[src/vdc_pkg.sv]
// Shared types and constants for the voxel density classifier.
// Depends on nothing; every other file of the block imports it.
package vdc_pkg;

	// Configuration port
	localparam int CFG_IDX_W  = 3;
	localparam int CFG_DATA_W = 32;

	// Fixed field widths
	localparam int SIZE_W  = 11;
	localparam int EDGE_W  = 16;
	localparam int REST_W  = 20;
	localparam int RECIP_W = 32;
	localparam int POS_W   = 26;
	localparam int OPA_W   = 16;
	localparam int COL_W   = 8;

	// Register reset values
	localparam logic [SIZE_W-1:0]  SIZE_RST  = 11'd1;
	localparam logic [EDGE_W-1:0]  EDGE_RST  = 16'd4096;
	localparam logic [REST_W-1:0]  REST_RST  = 20'd64000;
	localparam logic [RECIP_W-1:0] RECIP_RST = 32'd16777216;

	// Q0.16 constants, one integer bit of headroom for 1.0
	localparam logic [16:0] ONE_Q16  = 17'd65536;
	localparam logic [16:0] HALF_Q16 = 17'd32768;
	localparam logic [OPA_W-1:0] OPACITY_BASE = 16'd1638;
	localparam logic [OPA_W-1:0] OPACITY_MIN  = 16'd3276;
	localparam logic [COL_W-1:0] GREY_8       = 8'd204;

	// Register indexes
	typedef enum logic [CFG_IDX_W-1:0] {
		REG_GRID_X,
		REG_GRID_Y,
		REG_GRID_Z,
		REG_STRIDE,
		REG_EDGE,
		REG_REST,
		REG_RECIP,
		REG_MODE
	} vdc_reg_t;

	// Controller states
	typedef enum logic [2:0] {
		ST_IDLE,
		ST_SYNC,
		ST_MUL,
		ST_NORM,
		ST_SQ,
		ST_OUT
	} vdc_state_t;

	// Controller to datapath
	typedef struct packed {
		logic accept;
		logic mul_d;
		logic norm;
		logic square;
		logic emit;
		logic rs_start;
		logic rs_step;
	} vdc_cmd_t;

	// Datapath to controller
	typedef struct packed {
		logic stride_wr;
		logic on_lattice;
		logic out_busy;
	} vdc_status_t;

endpackage

[src/vdc_if.sv]
// Valid/ready channel interfaces for density samples and voxel results.
// Depends on vdc_pkg for the result field widths.
interface vdc_sample_if #(
	parameter int DENSITY_BITS = 20
) ();
	logic                    valid;
	logic                    ready;
	logic [DENSITY_BITS-1:0] density;

	modport source (output valid, output density, input ready);
	modport sink (input valid, input density, output ready);
endinterface

interface vdc_voxel_if import vdc_pkg::*; ();
	logic             valid;
	logic             ready;
	logic [POS_W-1:0] center_x;
	logic [POS_W-1:0] center_y;
	logic [POS_W-1:0] center_z;
	logic [OPA_W-1:0] opacity;
	logic [COL_W-1:0] red;
	logic [COL_W-1:0] green;
	logic [COL_W-1:0] blue;

	modport source (output valid, output center_x, output center_y, output center_z,
		output opacity, output red, output green, output blue, input ready);
	modport sink (input valid, input center_x, input center_y, input center_z,
		input opacity, input red, input green, input blue, output ready);
endinterface

[src/voxel_density_classifier.sv]
// Top level of the voxel density classifier.
// Depends on vdc_pkg, vdc_if, vdc_ctrl and vdc_dp.
//
// Usage: density samples arrive on the sample channel in raster order, x
// fastest, then y, then z; the block counts the cell position itself. Kept
// voxels leave on the voxel channel as centre, opacity and RGB colour. The
// user must write registers through cfg_we/cfg_index/cfg_data while idle;
// the block itself does not enforce this.
// Timing: a sample off the stride lattice is done in its accept cycle, so
// such samples stream at one per cycle while no stride write or phase
// rebuild holds them. A sample on the lattice is accepted and then passes
// four controller steps (multiply, ratio, square, result); the multiply
// and ratio steps share the pair of 16-bit reciprocal multipliers. Its
// result is registered in the result step, or is dropped for low opacity.
// A stride register write blocks samples in its own cycle and starts a
// phase rebuild during which no sample is taken.
// Reset clears the cell counters to the grid origin, restores register
// defaults and empties the result register. A stalled receiver holds the
// result register; the next sample is still taken and processed, and waits
// in its final step until the held result is taken.
module voxel_density_classifier import vdc_pkg::*; #(
	parameter int GRID_MAX     = 1024,
	parameter int DENSITY_BITS = 20
) (
	input  logic                  clk,
	input  logic                  arst_n,
	input  logic                  cfg_we,
	input  logic [CFG_IDX_W-1:0]  cfg_index,
	input  logic [CFG_DATA_W-1:0] cfg_data,
	vdc_sample_if.sink            sample,
	vdc_voxel_if.source           voxel
);

	vdc_cmd_t    cmd;
	vdc_status_t st;

	// sequence each sample through the datapath
	vdc_ctrl #(
		.GRID_MAX (GRID_MAX)
	) u_ctrl (
		.clk          (clk),
		.arst_n       (arst_n),
		.sample_valid (sample.valid),
		.sample_ready (sample.ready),
		.st           (st),
		.cmd          (cmd)
	);

	// counters, arithmetic and result register
	vdc_dp #(
		.GRID_MAX     (GRID_MAX),
		.DENSITY_BITS (DENSITY_BITS)
	) u_dp (
		.clk       (clk),
		.arst_n    (arst_n),
		.cfg_we    (cfg_we),
		.cfg_index (cfg_index),
		.cfg_data  (cfg_data),
		.density   (sample.density),
		.cmd       (cmd),
		.st        (st),
		.voxel     (voxel)
	);

endmodule

[src/vdc_ctrl.sv]
// Controller state machine of the voxel density classifier.
// Depends on vdc_pkg for the state, command and status types.
module vdc_ctrl import vdc_pkg::*; #(
	parameter int GRID_MAX = 1024
) (
	input  logic        clk,
	input  logic        arst_n,
	input  logic        sample_valid,
	output logic        sample_ready,
	input  vdc_status_t st,
	output vdc_cmd_t    cmd
);

	localparam int CNTW = $clog2(GRID_MAX);
	localparam int STW  = $clog2(CNTW + 1);
	localparam logic [STW-1:0] LAST_STEP = STW'(CNTW - 1);

	vdc_state_t     state_q, state_nx;
	logic [STW-1:0] step_q;
	logic           pend_q;
	logic           accept;

	// take a beat only when idle and the lattice phases are current
	assign sample_ready = (state_q == ST_IDLE) && !pend_q && !st.stride_wr;
	assign accept       = sample_valid && sample_ready;

	// next state
	always_comb begin
		state_nx = state_q;
		case (state_q)
			ST_IDLE: begin
				if (pend_q || st.stride_wr) state_nx = ST_SYNC;
				else if (accept && st.on_lattice) state_nx = ST_MUL;
			end
			ST_SYNC: begin
				if (!st.stride_wr && step_q == LAST_STEP) state_nx = ST_IDLE;
			end
			ST_MUL:  state_nx = ST_NORM;
			ST_NORM: state_nx = ST_SQ;
			ST_SQ:   state_nx = ST_OUT;
			ST_OUT: begin
				if (!st.out_busy) state_nx = ST_IDLE;
			end
			default: state_nx = ST_IDLE;
		endcase
	end

	// commands
	always_comb begin
		cmd        = '0;
		cmd.accept = accept;
		case (state_q)
			ST_IDLE: cmd.rs_start = pend_q || st.stride_wr;
			ST_SYNC: begin
				cmd.rs_start = st.stride_wr;
				cmd.rs_step  = !st.stride_wr;
			end
			ST_MUL:  cmd.mul_d  = 1'b1;
			ST_NORM: cmd.norm   = 1'b1;
			ST_SQ:   cmd.square = 1'b1;
			ST_OUT:  cmd.emit   = !st.out_busy;
			default: ;
		endcase
	end

	// state, resync step count and pending stride change
	always_ff @(posedge clk or negedge arst_n) begin
		if (!arst_n) begin
			state_q <= ST_IDLE;
			step_q  <= '0;
			pend_q  <= 1'b0;
		end else begin
			state_q <= state_nx;
			if (cmd.rs_start) step_q <= '0;
			else if (cmd.rs_step) step_q <= step_q + STW'(1);
			if (cmd.rs_start) pend_q <= 1'b0;
			else if (st.stride_wr) pend_q <= 1'b1;
		end
	end

`ifndef SYNTHESIS
	a_no_accept_after_stride: assert property (@(posedge clk) disable iff (!arst_n)
		st.stride_wr |=> !cmd.accept)
		else $error("sample taken right after a stride write");
`endif

endmodule

[src/vdc_dp.sv]
// Datapath of the voxel density classifier: configuration registers, cell
// counters, lattice phases, ratio and colour arithmetic, result register.
// Depends on vdc_pkg and the vdc_voxel_if interface.
module vdc_dp import vdc_pkg::*; #(
	parameter int GRID_MAX     = 1024,
	parameter int DENSITY_BITS = 20
) (
	input  logic                    clk,
	input  logic                    arst_n,
	input  logic                    cfg_we,
	input  logic [CFG_IDX_W-1:0]    cfg_index,
	input  logic [CFG_DATA_W-1:0]   cfg_data,
	input  logic [DENSITY_BITS-1:0] density,
	input  vdc_cmd_t                cmd,
	output vdc_status_t             st,
	vdc_voxel_if.source             voxel
);

	localparam int CNTW  = $clog2(GRID_MAX);
	localparam int SZW   = ($clog2(GRID_MAX) + 1 > SIZE_W) ? $clog2(GRID_MAX) + 1 : SIZE_W;
	localparam int DEV_W = (DENSITY_BITS > REST_W) ? DENSITY_BITS : REST_W;
	localparam int PRW   = DEV_W + 16;
	localparam int SUMW  = DEV_W + 33;
	localparam int CPW   = (CNTW + 17 > POS_W + 1) ? CNTW + 17 : POS_W + 1;

	// configuration
	logic [SIZE_W-1:0]  size_q [3];
	logic [SIZE_W-1:0]  stride_q;
	logic [EDGE_W-1:0]  edge_q;
	logic [REST_W-1:0]  rest_q;
	logic [RECIP_W-1:0] recip_q;
	logic               mode_q;

	// position state
	logic [CNTW-1:0] cell_q  [3];
	logic [CNTW-1:0] phase_q [3];
	logic [CNTW-1:0] shift_q [3];
	logic [CNTW-1:0] cell_nx [3];
	logic [CNTW-1:0] phase_nx [3];
	logic [CNTW-1:0] phase_rs [3];
	logic [2:0]      adv, wrap;
	logic [SZW-1:0]  stride_eff;

	// item registers
	logic [DENSITY_BITS-1:0] d_q;
	logic [CNTW-1:0]         pos_q [3];
	logic [CNTW+16:0]        cprod_q [3];
	logic [DEV_W-1:0]        dev_q;
	logic                    above_q;
	logic [PRW-1:0]          prod_lo_q, prod_hi_q;
	logic [16:0]             norm_q, r_q, sq_q;

	// result register
	logic             out_valid_q;
	logic [POS_W-1:0] cx_q, cy_q, cz_q;
	logic [OPA_W-1:0] opa_q;
	logic [COL_W-1:0] red_q, green_q, blue_q;

	// combinational
	logic [DEV_W-1:0] d_ext, rest_ext, mul_op;
	logic [33:0]      sq_full;
	logic [17:0]      sq3;
	logic [OPA_W-1:0] opa;
	logic             keep, low;
	logic [17:0]      r2;
	logic [16:0]      t, cr, cg, cb;
	logic [COL_W-1:0] r8, g8, b8;
	logic [CPW-1:0]   cw [3];

	function automatic logic [SZW-1:0] clamp_size(input logic [SIZE_W-1:0] v);
		logic [SZW-1:0] w;
		w = SZW'(v);
		if (w == '0) return SZW'(1);
		if (w > SZW'(GRID_MAX)) return SZW'(GRID_MAX);
		return w;
	endfunction

	function automatic logic [CNTW-1:0] rem_step(input logic [CNTW-1:0] ph, input logic b,
		input logic [SZW-1:0] s);
		logic [SZW-1:0] w;
		w = SZW'({ph, b});
		if (w >= s) w = w - s;
		return w[CNTW-1:0];
	endfunction

	function automatic logic [16:0] ratio(input logic [PRW-1:0] lo, input logic [PRW-1:0] hi);
		logic [SUMW-1:0] s;
		s = SUMW'({hi, 16'b0}) + SUMW'(lo);
		if (s[SUMW-1:14] > (SUMW-14)'(ONE_Q16)) return ONE_Q16;
		return s[30:14];
	endfunction

	function automatic logic [COL_W-1:0] to8(input logic [16:0] c);
		logic [25:0] p;
		p = 26'({c, 8'b0}) - 26'(c) + 26'(HALF_Q16);
		return p[23:16];
	endfunction

	// configuration writes
	always_ff @(posedge clk or negedge arst_n) begin
		if (!arst_n) begin
			size_q[0] <= SIZE_RST;
			size_q[1] <= SIZE_RST;
			size_q[2] <= SIZE_RST;
			stride_q  <= SIZE_RST;
			edge_q    <= EDGE_RST;
			rest_q    <= REST_RST;
			recip_q   <= RECIP_RST;
			mode_q    <= 1'b0;
		end else if (cfg_we) begin
			case (vdc_reg_t'(cfg_index))
				REG_GRID_X: size_q[0] <= cfg_data[SIZE_W-1:0];
				REG_GRID_Y: size_q[1] <= cfg_data[SIZE_W-1:0];
				REG_GRID_Z: size_q[2] <= cfg_data[SIZE_W-1:0];
				REG_STRIDE: stride_q  <= cfg_data[SIZE_W-1:0];
				REG_EDGE:   edge_q    <= cfg_data[EDGE_W-1:0];
				REG_REST:   rest_q    <= cfg_data[REST_W-1:0];
				REG_RECIP:  recip_q   <= cfg_data[RECIP_W-1:0];
				REG_MODE:   mode_q    <= cfg_data[0];
				default: ;
			endcase
		end
	end

	assign stride_eff = (stride_q == '0) ? SZW'(1) : SZW'(stride_q);

	// advance the raster counters and their phases against the stride
	always_comb begin
		for (int i = 0; i < 3; i++) begin
			wrap[i] = (SZW'(cell_q[i]) + SZW'(1)) >= clamp_size(size_q[i]);
		end
		adv[0] = 1'b1;
		adv[1] = wrap[0];
		adv[2] = wrap[0] && wrap[1];
		for (int i = 0; i < 3; i++) begin
			if (!adv[i]) begin
				cell_nx[i]  = cell_q[i];
				phase_nx[i] = phase_q[i];
			end else if (wrap[i]) begin
				cell_nx[i]  = '0;
				phase_nx[i] = '0;
			end else begin
				cell_nx[i]  = cell_q[i] + CNTW'(1);
				phase_nx[i] = ((SZW'(phase_q[i]) + SZW'(1)) >= stride_eff) ? '0
					: phase_q[i] + CNTW'(1);
			end
			phase_rs[i] = rem_step(phase_q[i], shift_q[i][CNTW-1], stride_eff);
		end
	end

	// hold counters; rebuild phases bit by bit after a stride change
	always_ff @(posedge clk or negedge arst_n) begin
		if (!arst_n) begin
			for (int i = 0; i < 3; i++) begin
				cell_q[i]  <= '0;
				phase_q[i] <= '0;
			end
		end else begin
			for (int i = 0; i < 3; i++) begin
				if (cmd.accept) begin
					cell_q[i]  <= cell_nx[i];
					phase_q[i] <= phase_nx[i];
				end else if (cmd.rs_start) begin
					phase_q[i] <= '0;
				end else if (cmd.rs_step) begin
					phase_q[i] <= phase_rs[i];
				end
			end
		end
	end

	always_ff @(posedge clk) begin
		for (int i = 0; i < 3; i++) begin
			if (cmd.rs_start) shift_q[i] <= cell_q[i];
			else if (cmd.rs_step) shift_q[i] <= shift_q[i] << 1;
		end
	end

	assign st.stride_wr  = cfg_we && (vdc_reg_t'(cfg_index) == REG_STRIDE);
	assign st.on_lattice = (phase_q[0] == '0) && (phase_q[1] == '0) && (phase_q[2] == '0);
	assign st.out_busy   = out_valid_q && !voxel.ready;

	// deviation from the resting density and the shared ratio multipliers
	assign d_ext    = DEV_W'(d_q);
	assign rest_ext = DEV_W'(rest_q);
	assign mul_op   = cmd.norm ? dev_q : d_ext;

	always_ff @(posedge clk) begin
		if (cmd.accept) begin
			d_q <= density;
			for (int i = 0; i < 3; i++) pos_q[i] <= cell_q[i];
		end
		if (cmd.mul_d) begin
			above_q <= d_ext >= rest_ext;
			dev_q   <= (d_ext >= rest_ext) ? d_ext - rest_ext : rest_ext - d_ext;
			for (int i = 0; i < 3; i++)
				cprod_q[i] <= (CNTW+17)'({pos_q[i], 1'b1}) * (CNTW+17)'(edge_q);
		end
		if (cmd.mul_d || cmd.norm) begin
			prod_lo_q <= PRW'(mul_op) * PRW'(recip_q[15:0]);
			prod_hi_q <= PRW'(mul_op) * PRW'(recip_q[31:16]);
		end
		if (cmd.norm) norm_q <= ratio(prod_lo_q, prod_hi_q);
		if (cmd.square) begin
			sq_q <= sq_full[32:16];
			r_q  <= ratio(prod_lo_q, prod_hi_q);
		end
	end

	assign sq_full = 34'(norm_q) * 34'(norm_q);

	// opacity and keep test
	assign sq3  = {sq_q, 1'b0} + 18'(sq_q);
	assign opa  = OPACITY_BASE + OPA_W'(sq3[17:3]);
	assign keep = opa > OPACITY_MIN;

	// colour ramps on the relative deviation
	always_comb begin
		low = r_q < HALF_Q16;
		r2  = {r_q, 1'b0};
		t   = low ? r2[16:0] : 17'(r2 - 18'(ONE_Q16));
		if (above_q) begin
			cr = low ? t : ONE_Q16;
			cg = low ? ONE_Q16 : ONE_Q16 - t;
			cb = '0;
		end else begin
			cr = low ? (t >> 1) : HALF_Q16 + (t >> 1);
			cg = ONE_Q16;
			cb = cr;
		end
		r8 = mode_q ? to8(cr) : GREY_8;
		g8 = mode_q ? to8(cg) : GREY_8;
		b8 = mode_q ? to8(cb) : GREY_8;
		for (int i = 0; i < 3; i++) cw[i] = CPW'(cprod_q[i]);
	end

	// result register
	always_ff @(posedge clk or negedge arst_n) begin
		if (!arst_n) out_valid_q <= 1'b0;
		else if (cmd.emit && keep) out_valid_q <= 1'b1;
		else if (voxel.ready) out_valid_q <= 1'b0;
	end

	always_ff @(posedge clk) begin
		if (cmd.emit && keep) begin
			cx_q    <= cw[0][POS_W:1];
			cy_q    <= cw[1][POS_W:1];
			cz_q    <= cw[2][POS_W:1];
			opa_q   <= opa;
			red_q   <= r8;
			green_q <= g8;
			blue_q  <= b8;
		end
	end

	assign voxel.valid    = out_valid_q;
	assign voxel.center_x = cx_q;
	assign voxel.center_y = cy_q;
	assign voxel.center_z = cz_q;
	assign voxel.opacity  = opa_q;
	assign voxel.red      = red_q;
	assign voxel.green    = green_q;
	assign voxel.blue     = blue_q;

`ifndef SYNTHESIS
	a_phase_bounded: assert property (@(posedge clk) disable iff (!arst_n)
		(phase_q[0] <= cell_q[0]) && (phase_q[1] <= cell_q[1]) && (phase_q[2] <= cell_q[2]))
		else $error("lattice phase ran ahead of its cell counter");
	a_opacity_kept: assert property (@(posedge clk) disable iff (!arst_n)
		out_valid_q |-> (opa_q > OPACITY_MIN))
		else $error("result held with opacity at or below the threshold");
	a_result_latency: assert property (@(posedge clk) disable iff (!arst_n)
		$rose(out_valid_q) |-> $past(cmd.accept, 5))
		else $error("result appeared without a sample five cycles earlier");
`endif

endmodule

[src/flat_wrapper.sv]
// flat-port wrapper written by rule: the top's interface ports become plain ports
module voxel_density_classifier_flat import vdc_pkg::*;
#(
	parameter int GRID_MAX     = 1024,
	parameter int DENSITY_BITS = 20
)
  (clk, arst_n, cfg_we, cfg_index, cfg_data, sample_valid, sample_density, sample_ready, voxel_valid, voxel_center_x, voxel_center_y, voxel_center_z, voxel_opacity, voxel_red, voxel_green, voxel_blue, voxel_ready);
  vdc_sample_if #(.DENSITY_BITS(DENSITY_BITS)) sample_i ();
  vdc_voxel_if voxel_i ();
  input  logic clk;
  input  logic arst_n;
  input  logic cfg_we;
  input  logic [CFG_IDX_W-1:0] cfg_index;
  input  logic [CFG_DATA_W-1:0] cfg_data;
  input wire logic [$bits(sample_i.valid)-1:0] sample_valid;
  input wire logic [$bits(sample_i.density)-1:0] sample_density;
  output wire logic [$bits(sample_i.ready)-1:0] sample_ready;
  output wire logic [$bits(voxel_i.valid)-1:0] voxel_valid;
  output wire logic [$bits(voxel_i.center_x)-1:0] voxel_center_x;
  output wire logic [$bits(voxel_i.center_y)-1:0] voxel_center_y;
  output wire logic [$bits(voxel_i.center_z)-1:0] voxel_center_z;
  output wire logic [$bits(voxel_i.opacity)-1:0] voxel_opacity;
  output wire logic [$bits(voxel_i.red)-1:0] voxel_red;
  output wire logic [$bits(voxel_i.green)-1:0] voxel_green;
  output wire logic [$bits(voxel_i.blue)-1:0] voxel_blue;
  input wire logic [$bits(voxel_i.ready)-1:0] voxel_ready;
  assign sample_i.valid = sample_valid;
  assign sample_i.density = sample_density;
  assign sample_ready = sample_i.ready;
  assign voxel_valid = voxel_i.valid;
  assign voxel_center_x = voxel_i.center_x;
  assign voxel_center_y = voxel_i.center_y;
  assign voxel_center_z = voxel_i.center_z;
  assign voxel_opacity = voxel_i.opacity;
  assign voxel_red = voxel_i.red;
  assign voxel_green = voxel_i.green;
  assign voxel_blue = voxel_i.blue;
  assign voxel_i.ready = voxel_ready;
  voxel_density_classifier #(.GRID_MAX(GRID_MAX), .DENSITY_BITS(DENSITY_BITS)) u_core (.clk(clk), .arst_n(arst_n), .cfg_we(cfg_we), .cfg_index(cfg_index), .cfg_data(cfg_data), .sample(sample_i), .voxel(voxel_i));
endmodule
[config.mk]
export PLATFORM = sky130hd
export DESIGN_NAME = voxel_density_classifier_flat
export DESIGN_NICKNAME = d
export VERILOG_FILES = /design/src/vdc_pkg.sv /design/src/vdc_if.sv /design/src/voxel_density_classifier.sv /design/src/vdc_ctrl.sv /design/src/vdc_dp.sv /design/src/flat_wrapper.sv
export SDC_FILE = /design/constraint.sdc
export NUM_CORES = 2
export LEC_CHECK = 0
export BUFFER_PORTS_ARGS = -buffer_cell sky130_fd_sc_hd__buf_4
export CORE_MARGIN = 3
export CORE_UTILIZATION = 50
export CTS_CLUSTER_DIAMETER = 40
export CTS_CLUSTER_SIZE = 20
export DETAILED_ROUTE_END_ITERATION = 10
export PLACE_DENSITY = 0.69
export SYNTH_ARGS = -nofsm -noshare
export SYNTH_HDL_FRONTEND = slang
export SYNTH_SLANG_ARGS = --single-unit
[constraint.sdc]
create_clock -name clk -period 9.1 [get_ports clk]
set_clock_uncertainty 0.05 [all_clocks]
set_input_delay 0.91 -clock clk [delete_from_list [all_inputs] [get_ports clk]]
set_output_delay 0.91 -clock clk [all_outputs]
set_load 0.005 [all_outputs]
-- Yosys cells after proc, flatten, opt, wreduce, memory -nomap -nowiden
Memories as Yosys holds them, arrays and structs flattened. A register that Yosys moved wholly into a read port is not among the register bits.
Cells that the tools add are included.
- flip-flop bits (word level): 386
- bits in writable memories: 141
- logic and storage cells: 238
- memories kept: 3
- memory list (memory ; depth ; bits a word ; read ports ; clocked after memory_dff ; write ports ; line ; source):
    u_core.u_dp.cprod_q ; 3 ; 27 ; 3 ; 3 ; 3 ; vdc_dp.sv:47 ; logic [CNTW+16:0] cprod_q [3];
    u_core.u_dp.pos_q ; 3 ; 10 ; 3 ; 0 ; 3 ; vdc_dp.sv:46 ; logic [CNTW-1:0] pos_q [3];
    u_core.u_dp.shift_q ; 3 ; 10 ; 3 ; 0 ; 3 ; vdc_dp.sv:37 ; logic [CNTW-1:0] shift_q [3];
- $add $sub $neg: 30
- multipliers: 6
- $lt $le $gt $ge: 16
- eq/ne operators: 18
- muxes and demuxes: 89
- bitwise logic cells: 3
- reduce and logical (&&, ||, !) cells: 43
- operator list (operator ; count):
    10-bit two-way mux ; 26
    17-bit two-way mux ; 10
    11-bit two-way mux ; 13
    11-bit >= comparator ; 9
    11-bit by 16-bit multiplier with 27-bit output ; 3
    24-bit by 16-bit adder with 24-bit output, second input constant ; 3
    20-bit by 16-bit multiplier with 36-bit output ; 2
    24-bit by 17-bit subtractor with 24-bit output ; 3
    10-bit by 1-bit adder with 11-bit output, second input constant ; 6
    10-bit by 1-bit adder with 10-bit output, second input constant ; 6
    52-bit by 36-bit adder with 53-bit output ; 1
    11-bit zero test ; 4
    20-bit two-way mux ; 2
    20-bit subtractor ; 2
    39-bit by 17-bit greater-than comparator with 1-bit output, second input constant ; 1
    11-bit greater-than comparator, second input constant ; 3
    17-bit by 17-bit multiplier with 33-bit output ; 1
    10-bit zero test ; 3
    1-bit two-way mux ; 30
    10-bit subtractor ; 3
    2-bit AND reduction ; 12
    20-bit >= comparator ; 1
    18-bit by 17-bit adder with 18-bit output ; 1
    3-bit equality test, second input constant ; 6
    other kinds (24) ; 54

-- Logic depth before layout (Yosys ltp)
- word-level depth: 9
- depth in mapped cells: 32

-- By module
From an unflattened synthesis, not the netlist that was laid out.
- cell total of the unflattened synthesis: 7746
- area, all modules: 75039.5 µm²
- modules (own cells, without submodules) (module ; instances ; cells each ; area each (µm²) ; seq. area each (µm²)):
    vdc_dp ; 1 ; 7693 ; 74577.8 ; 16550.9
    vdc_ctrl ; 1 ; 53 ; 461.7 ; 200.2

-- Worst setup path after synthesis
No wires, ideal clock.
- kind: flip-flop to flip-flop
- from: reg u_core.u_dp.sq_q[4]
- to: reg u_core.u_dp.blue_q[0], in the netlist u_core.u_dp.voxel.blue[0], enable pin
- data arrival time: 8.272 ns
- path slack: 0.167 ns
- stages on the path, launching flop included: 14
- buffers on the path: 1
- period minus slack after synthesis: 8.933 ns
- path through: edfxtp_1 > ha_1 > buf_6 > a21o_1 > a21o_1 > o21a_1 > nor4_4 > o21bai_2 > a2111oi_4 > mux2i_1 > nand2_1 > xnor2_1 > o31a_1 > nor2b_1
- longest elaborated chain between the ends: 4
- ends and longest elaborated chain (what ; line ; source):
    start: declaration ; vdc_dp.sv:51 ; logic [16:0] norm_q, r_q, sq_q;
    start signal: assignment ; vdc_dp.sv:205 ; sq_q <= sq_full[32:16];
    18-bit by 17-bit adder with 18-bit output ; vdc_dp.sv:213 ; assign sq3 = {sq_q, 1'b0} + 18'(sq_q);
    11-bit by 15-bit adder with 16-bit output ; vdc_dp.sv:214 ; assign opa = OPACITY_BASE + OPA_W'(sq3[17:3]);
    16-bit by 12-bit greater-than comparator with 1-bit output ; vdc_dp.sv:215 ; assign keep = opa > OPACITY_MIN;
    1-bit logical AND ; vdc_dp.sv:245 ; if (cmd.emit && keep) begin
    end signal: assignment ; vdc_dp.sv:252 ; blue_q <= b8;
    end: declaration ; vdc_dp.sv:57 ; logic [COL_W-1:0] red_q, green_q, blue_q;
Every way passes these cells.
A chain may end at the register's enable or synchronous reset.

-- Worst setup path in the final report
- from: reg u_core.u_ctrl.state_q[2]
- to: reg u_core.u_dp.prod_lo_q[34], data pin
- longest elaborated chain between the ends: 4
- ends and longest elaborated chain (what ; line ; source):
    start: declaration ; vdc_ctrl.sv:18 ; vdc_state_t state_q, state_nx;
    start signal: assignment ; vdc_ctrl.sv:73 ; state_q <= state_nx;
    3-bit by 2-bit equality test with 1-bit output ; vdc_ctrl.sv:52 ; case (state_q)
    1-bit two-way mux ; vdc_ctrl.sv:52 ;
    20-bit two-way mux ; vdc_dp.sv:186 ; assign mul_op = cmd.norm ? dev_q : d_ext;
    20-bit by 16-bit multiplier with 36-bit output ; vdc_dp.sv:200 ; prod_lo_q <= PRW'(mul_op) * PRW'(recip_q[15:0]);
    end signal: assignment ; vdc_dp.sv:200 ;
    end: declaration ; vdc_dp.sv:50 ; logic [PRW-1:0] prod_lo_q, prod_hi_q;
Every way passes these cells.

==> reports/metrics.csv <==
stage,metric,value,unit
status,outcome,completed,
timing,finalCriticalPeriod,8713,ps
final_layout,nets,9617,
synthesis,ys_seq_elements,588,
global_route,grt_max_degree,92,
timing,tightest_slew,1238,ps
final_layout,fillers,13070,
synthesis,synth.area.top_cells,"fa_1, edfxtp_1, ha_1, inv_1, dfrtp_1",
synthesis,synth_largest_area_cell,fa_1,
clocking,postCtsSetupBuffers,0,
clocking,cts_buffer_depth,3,
routing,drtIter0Drc,3574,
routing,finalWirelength,182.2,mm
setup_path,required,9510,ps
floorplanning,start_util,50.60,%
clocking,cts_buffers,91,
clocking,numClockSinks,588,
global_route,antenna_found_initial,5,
final_layout,layout_common_cells,"inv_1, fa_1, nand2_1",
setup_path,crit_slowest_cell,fa_1,
timing,slew_violations,0,
final_layout,drive_gt1_share,8.001,%
synthesis,syn_nets,9583,
setup_path,ff2ff_path_depth,29,
routing,route.detailed.drc,0,
placement,hpwlAfterDp,140.9,mm
timing,setup_tns,0,ps
clocking,root_buffer,clkbuf_16,
setup_path,cp.buffers_inverters,7,
timing,rsz0062_at_grt,false,
setup_path,path_depth,29,
placement,io_buffers,179,
final_layout,syn_to_final_growth,8.739,%
setup_path,critPathMaxStageDelay,530,ps
clocking,clk_latency,740,ps
setup_path,crit_type,flop to flop,
floorplanning,io_pins,180,
clocking,cts_tree,done,
synthesis,yosys_warnings,0,
setup_path,crit_top_cell,fa_1,
setup_path,worstSetupEndpointType,flop,
floorplanning,rows,141,
routing,firstDrtPassIters,5,
routing,wl_per_cell,18.58,um
global_route,grt_overflow,0,
routing,antenna_left,0,
final_layout,final_cell_area,81640,um2
final_layout,final_common_cell,inv_1,
floorplanning,core-area,148400,um2
setup_path,path_max_fanout,31,
setup_path,cp.arrival,9120,ps
global_route,grt_pass1_vias,56570,
routing,drt-vias-per-instance,5.464,
job,cap_violations,0,
timing,setup_viol,0,
clocking,h-tree-depth,3,
placement,placed_area,78420,um2
setup_path,cp-start-kind,flop,
setup_path,critPathTopFamily,adder cells,
synthesis,synth.avg_cell_area,9.769,um2
synthesis,yosysSeqAreaShare,22.31,%
floorplanning,die_h,393.5,um
synthesis,synth_edf_count,405,
synthesis,syn-cell-area,75080,um2
synthesis,synth_ff_type,edfxtp_1,
global_route,grt_pass1_wl,299.5,mm
clocking,clk_pin_slew_worst_paths,60,ps
timing,maxSlewHeadroom,17.29,%
timing,finalCritPeriodShare,95.75,%
synthesis,synthArstFlopShare,30.95,%
hold_path,hold_path_class,primary input to async pin,
timing,fmax,0.1148,GHz
clocking,cts_resized,0,
synthesis,ys_types,102,
floorplanning,die_area,154800,um2
routing,via_count,53570,
clocking,hold_buffers,0,
timing,hold_viol,0,
global_route,track_usage,23.91,%
placement,gp_congestion,0.9057,
floorplanning,die_w,393.5,um
synthesis,synth_cells,7686,
synthesis,synth_top_area_share,28.53,%
[final cells by class]
class                           count  area (um2)  share of cell area (%)
Antenna cell                        3       7.507                0.009195
Clock buffer                      102        2371                   2.904
Clock inverter                     70       844.6                   1.034
Inverter                         1380        5180                   6.345
Multi-Input combinational cell   5405       52060                   63.76
Sequential cell                   588       16750                   20.52
Tap cell                         2002        2505                   3.068
Timing Repair Buffer              254        1926                   2.359
[logic make-up after synthesis]
kind of cell / after synthesis / share of synthesized area, %
fa+ha+maj: 1837 / 41.31
mux: 145 / 2.110
xor+xnor: 289 / 3.371
flops: 588 / 22.31
buf+inv: 1693 / 8.492
simple gates: 2258 / 14.73
compound gates: 876 / 7.674
[stage by stage]
stage | setup slack, ps | hold WS, ps | util (%) | cells
2_1_floorplan | 167.0 | 350.3 | - | 7686
3_5_place_dp | 378.0 | 354.5 | 52.85 | 9629
6_report | 387.2 | 38.10 | 55.03 | 9804
5_1_grt | 5.630 | 42.85 | 55.02 | 9802
3_3_place_gp | 523.0 | 352.2 | 52.85 | 9629
4_1_cts | 372.1 | 30.58 | 55.02 | 9801
[final timing paths]
check | slack, ps | end | from
max in group asynchronous | 7550 | u_core.u_dp.recip_q[21]$_DFFE_PN0P_ | arst_n
worst min register to register | 370 | voxel_center_x[2]$_DFFE_PP_ | u_core.u_dp.cprod_q[0][3]$_DFFE_PP_
min in group clk | 290 | u_core.u_dp.d_ext[16]$_DFFE_PP_ | sample_density[16]
worst min-delay path | 40 | u_core.u_dp.phase_q[17]$_DFFE_PN0P_ | arst_n
worst max-delay path | 390 | u_core.u_dp.prod_lo_q[34]$_DFFE_PP_ | u_core.u_ctrl.state_q[2]$_DFFE_PN0P_
worst max register to register | 390 | u_core.u_dp.prod_lo_q[34]$_DFFE_PP_ | u_core.u_ctrl.state_q[2]$_DFFE_PN0P_
[cells in the mapped netlist (17+ instances only)]
cell type,n
inv_1,1378
fa_1,1070
nand2_1,1004
ha_1,767
and2_1,581
edfxtp_1,405
clkbuf_1,302
a21oi_1,209
o21ai_0,202
nor2_1,196
xnor2_1,196
dfrtp_1,170
a21o_1,125
mux2_2,106
nand3_1,93
xor2_1,93
nor3_1,80
nor2b_1,55
nand2b_1,46
and3_1,43
o21a_1,42
mux2i_1,39
a31oi_1,38
nand4_1,29
o21bai_1,25
nor4_1,24
or3_1,24
a211oi_1,22
a21boi_0,21
nor3b_1,20
or2_2,20
o211ai_1,17
[registers in the layout (all words and copies together), names as in the netlist, 20 cells and up]
signal / cells
voxel_center_z: 26
u_core.u_dp.cprod_q: 78
u_core.u_dp.rest_ext: 20
u_core.u_dp.d_ext: 20
u_core.u_dp.pos_q: 30
u_core.u_dp.shift_q: 30
voxel_center_y: 26
u_core.u_dp.phase_q: 30
u_core.u_dp.cell_q: 30
u_core.u_dp.recip_q: 32
u_core.u_dp.prod_lo_q: 22
u_core.u_dp.prod_hi_q: 36
voxel_center_x: 26
u_core.u_dp.size_q: 33
u_core.u_dp.dev_q: 20
[per-layer routing]
layer	vias to the layer above	wire [um]	track usage [%]
met5	-	17	0
met1	26960	82060	33.93
met4	2	4471	6.351
met2	1669	83680	38.25
met3	323	11960	3.863
li1	24620	-	-
Power is not shown: default switching activity piles up to over one toggle a cycle in this logic, so the estimate is an artifact.
